==> src/hw/rtl/bblru_pkg.sv <==
// Package for the byte-budget LRU table.
// Holds opcode and result codes, controller states and the cell structs.
// No dependencies.
package bblru_pkg;

    localparam int KEY_W  = 64;
    localparam int SIZE_W = 26;
    localparam int TIME_W = 40;
    localparam int WORD_W = 32;
    // slot index width, wide enough for tables of up to 64 entries
    localparam int SLOT_W = 6;
    localparam logic [WORD_W-1:0] BUDGET_RESET = 32'd268435456;

    typedef enum logic [1:0] {
        OP_LOOKUP = 2'd0,
        OP_COMMIT = 2'd1,
        OP_REMOVE = 2'd2,
        OP_NONE   = 2'd3
    } opcode_t;

    typedef enum logic [2:0] {
        KIND_HIT       = 3'd0,
        KIND_MISS      = 3'd1,
        KIND_EVICTED   = 3'd2,
        KIND_COMMITTED = 3'd3,
        KIND_REMOVED   = 3'd4
    } kind_t;

    typedef enum logic [1:0] {
        ST_IDLE,
        ST_SCAN,
        ST_DECIDE,
        ST_OUT
    } state_t;

    typedef enum logic [1:0] {
        CMD_NONE,
        CMD_INVAL,
        CMD_TOUCH,
        CMD_WRITE
    } cmd_kind_t;

    // broadcast from controller to every cell
    typedef struct packed {
        cmd_kind_t          kind;
        logic [SLOT_W-1:0]  idx;
        logic [KEY_W-1:0]   key_hi;
        logic [KEY_W-1:0]   key_lo;
        logic [SIZE_W-1:0]  size;
        logic [TIME_W-1:0]  stamp;
    } cell_cmd_t;

    // running search result handed from cell to cell
    typedef struct packed {
        logic               m_found;
        logic [SLOT_W-1:0]  m_idx;
        logic [SIZE_W-1:0]  m_size;
        logic               o_found;
        logic [SLOT_W-1:0]  o_idx;
        logic [TIME_W-1:0]  o_time;
        logic [KEY_W-1:0]   o_key_hi;
        logic [KEY_W-1:0]   o_key_lo;
        logic [SIZE_W-1:0]  o_size;
        logic               f_found;
        logic [SLOT_W-1:0]  f_idx;
    } scan_t;

endpackage

==> src/hw/rtl/bblru_cell.sv <==
// One slot of the table plus its stage of the search chain.
// Depends on bblru_pkg.
module bblru_cell
    import bblru_pkg::*;
#(
    parameter logic [SLOT_W-1:0] IDX = 6'd0
)
(
    input  logic              clk,
    input  logic              rst_n,
    input  cell_cmd_t         cmd,
    input  logic [KEY_W-1:0]  srch_hi,
    input  logic [KEY_W-1:0]  srch_lo,
    input  scan_t             scan_in,
    output scan_t             scan_out
);

    logic              valid_reg;
    logic [KEY_W-1:0]  key_hi_reg;
    logic [KEY_W-1:0]  key_lo_reg;
    logic [SIZE_W-1:0] size_reg;
    logic [TIME_W-1:0] time_reg;
    scan_t             scan_reg;
    scan_t             scan_next;
    logic              sel;

    assign sel = (cmd.idx == IDX);

    // slot valid bit
    always_ff @(posedge clk or negedge rst_n)
    begin
        if (!rst_n)
        begin
            valid_reg <= 1'b0;
        end
        else if (sel && cmd.kind == CMD_INVAL)
        begin
            valid_reg <= 1'b0;
        end
        else if (sel && cmd.kind == CMD_WRITE)
        begin
            valid_reg <= 1'b1;
        end
    end

    // slot payload
    always_ff @(posedge clk)
    begin
        if (sel && cmd.kind == CMD_WRITE)
        begin
            key_hi_reg <= cmd.key_hi;
            key_lo_reg <= cmd.key_lo;
            size_reg   <= cmd.size;
            time_reg   <= cmd.stamp;
        end
        else if (sel && cmd.kind == CMD_TOUCH)
        begin
            time_reg <= cmd.stamp;
        end
    end

    // fold this slot into the search; earlier slots win ties
    always_comb
    begin
        scan_next = scan_in;
        if (valid_reg && !scan_in.m_found && key_hi_reg == srch_hi && key_lo_reg == srch_lo)
        begin
            scan_next.m_found = 1'b1;
            scan_next.m_idx   = IDX;
            scan_next.m_size  = size_reg;
        end
        if (valid_reg && (!scan_in.o_found || time_reg < scan_in.o_time))
        begin
            scan_next.o_found  = 1'b1;
            scan_next.o_idx    = IDX;
            scan_next.o_time   = time_reg;
            scan_next.o_key_hi = key_hi_reg;
            scan_next.o_key_lo = key_lo_reg;
            scan_next.o_size   = size_reg;
        end
        if (!valid_reg && !scan_in.f_found)
        begin
            scan_next.f_found = 1'b1;
            scan_next.f_idx   = IDX;
        end
    end

    always_ff @(posedge clk)
    begin
        scan_reg <= scan_next;
    end

    assign scan_out = scan_reg;

endmodule

==> config.mk <==
export PLATFORM = sky130hd
export DESIGN_NAME = bblru_cell
export DESIGN_NICKNAME = d
export VERILOG_FILES = /design/src/hw/rtl/bblru_pkg.sv /design/src/hw/rtl/bblru_cell.sv
export SDC_FILE = /design/constraint.sdc
export NUM_CORES = 1
export LEC_CHECK = 0
export BUFFER_PORTS_ARGS = -buffer_cell sky130_fd_sc_hd__buf_2
export CELL_PAD_IN_SITES_DETAIL_PLACEMENT = 0
export CELL_PAD_IN_SITES_GLOBAL_PLACEMENT = 1
export CORE_AREA = 2 2 314 316
export DETAILED_ROUTE_END_ITERATION = 6
export DIE_AREA = 0 0 316 318
export PLACE_DENSITY = 0.47
export SYNTH_ARGS = -nofsm -noshare
export SYNTH_HDL_FRONTEND = slang
export SYNTH_SLANG_ARGS = --single-unit
==> constraint.sdc <==
create_clock -name clk -period 8.4 [get_ports clk]
set_input_delay 0.42 -clock clk [delete_from_list [all_inputs] [get_ports clk]]
set_output_delay 0.42 -clock clk [all_outputs]
set_load 0.05 [all_outputs]
==> metrics.cfg <==
[clocking]
cts_buffers=52
cts_buffer_depth=3
clk_pin_slew_ps=60
clk_latency_ps=620
htree_levels=2
cts_tree=built
cts.sinks=436
cts_setup_buffers=0
cts_root_buf=clkbuf_16

[global_routing]
grt_usage_pct=14.2
grt_pass1_vias=14813
overflow=0
antenna_found_initial=31
grt_max_degree=56
grt_pass1_wl_um=103000

[synthesis]
synthTopCellsByArea=edfxtp_1, dfxtp_1, mux2_2
synth-edff-count=194
avgSynthCellArea_um2=14.9
synth_top_area_share_pct=36.4
ys_seq_area_share_pct=66.7
async_reset_ff_share_pct=0.229
ys_ff_latch=436
yosysWarningCount=0
yosysTopAreaCell=edfxtp_1
syn_nets=1685
synth_cell_types=44
synthCells=1073
ys.flop_type=dfxtp_1
synth_area_um2=16000

[cells_and_area]
layout-drive-gt1-share_pct=48.3
fin_nets=2917
final_util_pct=28.0
final_area_um2=27200
syn_to_final_growth_pct=70.2
fin_cells=3644
largest_reg_flops=241

[timing]
finalHoldViolCount=0
maxSlewViolCount=0
fin_worst_skew_ps=26.2
timing.final.crit_share_pct=58.3
hold_ws_ps=57.5
max_freq_ghz=0.204
setup_viol=0
max_slew.worst_pin.slew_ps=1010
rsz0062_at_grt=false
period_needed_ps=4890
slew_headroom_pct=30.7
fin_tns_setup_ps=0

[route]
drt_iter0_drc=446
totalWireLength_um=74000
via_count=13457
postRouteAntennaNets=0
drc=0
vias_per_cell=3.69
wl_per_cell_um=20.3
dr.pass1.iters=4

[power]
irDropWorstVdd_mv=0.147
power.density_nw_per_um2=211
cellLeakagePower_nw=11.8

[worst_hold_path]
hold_start=scan_in[159]
min_to=scan_out[159]
min_path_type=input pin to flip-flop
min_path_cells=2

[worst_setup_path]
reg2reg_slack_ps=3570
slowest_delay_ps=740
required_ps=8900
startpoint_type=input pin
r2r_start=time_reg[39]
crit_top_cell=buf_4
end_kind=flip-flop
crit_chain=dlygate4sd3_1 > buf_2 > inv_1 > ha_1 > nand4_1 > or4_1 > nor4_1 > a221o_4 > buf_4 > buf_4 > mux2_2
cp_slowest_cell=buf_4
crit_type=input pin to flip-flop
cp.buffers_inverters=5
reg2reg_to=scan_out[133]
critPathTopFamily=buffers and inverters
critPathMaxFanout=55
r2r_cells=8
critPathArrivalTime_ps=5390

[die]
rows=115
core_um2=97400
pin_count=814
die_area_um2=100000
die_y_um=318
start_util_pct=16.4
die_w_um=316

[job]
maxCapViolCount=0

[placed_design]
io_buffers=813
placed_area_um2=21700
dp_hpwl_um=60100
placed_cells=3162
place_congestion=0.864

[status]
status=complete, no violations

==> routing by layer <==
metal	GRT usage, %	vias up	wire (µm)
met5	0	-	133
li1	-	6362	-
met4	3.69	22	1660
met1	15.3	6410	28100
met2	26.9	544	38800
met3	4.00	119	5320
==> cell usage in the layout (no fill, tap or decap), types with 39 or more instances in the layout <==
cell and n:
clkbuf_16 54, inv_1 87, edfxtp_1 194, dfxtp_1 241
buf_2 813, xnor2_1 55, ha_1 39, mux2_2 218
dlygate4sd3_1 376
==> worst max path at each step <==
| stage | start | end | cells after the start |
|---|---|---|---|
| 5_1_grt | scan_in[196] | scan_out[73] | 11 |
| 6_report | scan_in[196] | scan_out[133] | 11 |
| 3_3_place_gp | scan_in[200] | scan_out[150] | 10 |
| 3_5_place_dp | scan_in[200] | scan_out[115] | 10 |
| 2_1_floorplan | cmd[197] | key_hi_reg[0] | 3 |
| 4_1_cts | time_reg[39] | scan_out[109] | 8 |
==> what timing repair did <==
item,4_1_cts,5_1_grt
hold endpoints to repair,376,0
hold buffers,376,0
gates resized for setup,0,0
==> power breakdown <==
part / switching (W) / internal, W
combinational: 0.000621 / 0.000416
sequential: 0.0000325 / 0.00232
clock: 0.000932 / 0.00141
total: 0.00159 / 0.00415
==> through the flow <==
step | worst slack (ps) | power (W)
global route | 3290 | 0.00597
global placement | 3320 | 0.00330
floorplan | 3100 | 0.00296
detailed placement | 3320 | 0.00330
CTS | 3460 | 0.00585
finish | 3510 | 0.00574
==> area by class of cell <==
type	instances	area [µm²]
fill	10259	70200
sequential	436	10700
timing repair buffer	1203	7940
multi-input combinational	525	4900
tap	1287	1610
clock buffer	76	1530
inverter	87	327
clock inverter	21	235
antenna	9	22.5
==> Yosys cell counts (all sizes together), types with 2 or more instances <==
master,count
a2111o,2
a2111oi,4
a21o,8
a21oi,15
a22o,8
a22oi,6
and2,7
buf,3
clkbuf,22
dfxtp,241
edfxtp,194
ha,39
inv,87
mux2,220
nand2,10
nand2b,8
nand3,6
nand4,23
nor2,6
nor2b,19
nor3,4
nor4,16
o2111ai,2
o21a,2
o21ai,3
o221ai,3
o22ai,16
o2bb2ai,7
or2,2
or4,4
xnor2,55
xor2,23
==> logic make-up after synthesis <==
| logic type | synth area share (%) |
|---|---|
| compound gates | 3.64 |
| flops | 66.7 |
| buf+inv | 2.77 |
| simple gates | 4.08 |
| mux | 15.5 |
| fa+ha+maj | 3.05 |
| xor+xnor | 4.27 |
No activity file was read; power rests on OpenSTA's default activity.
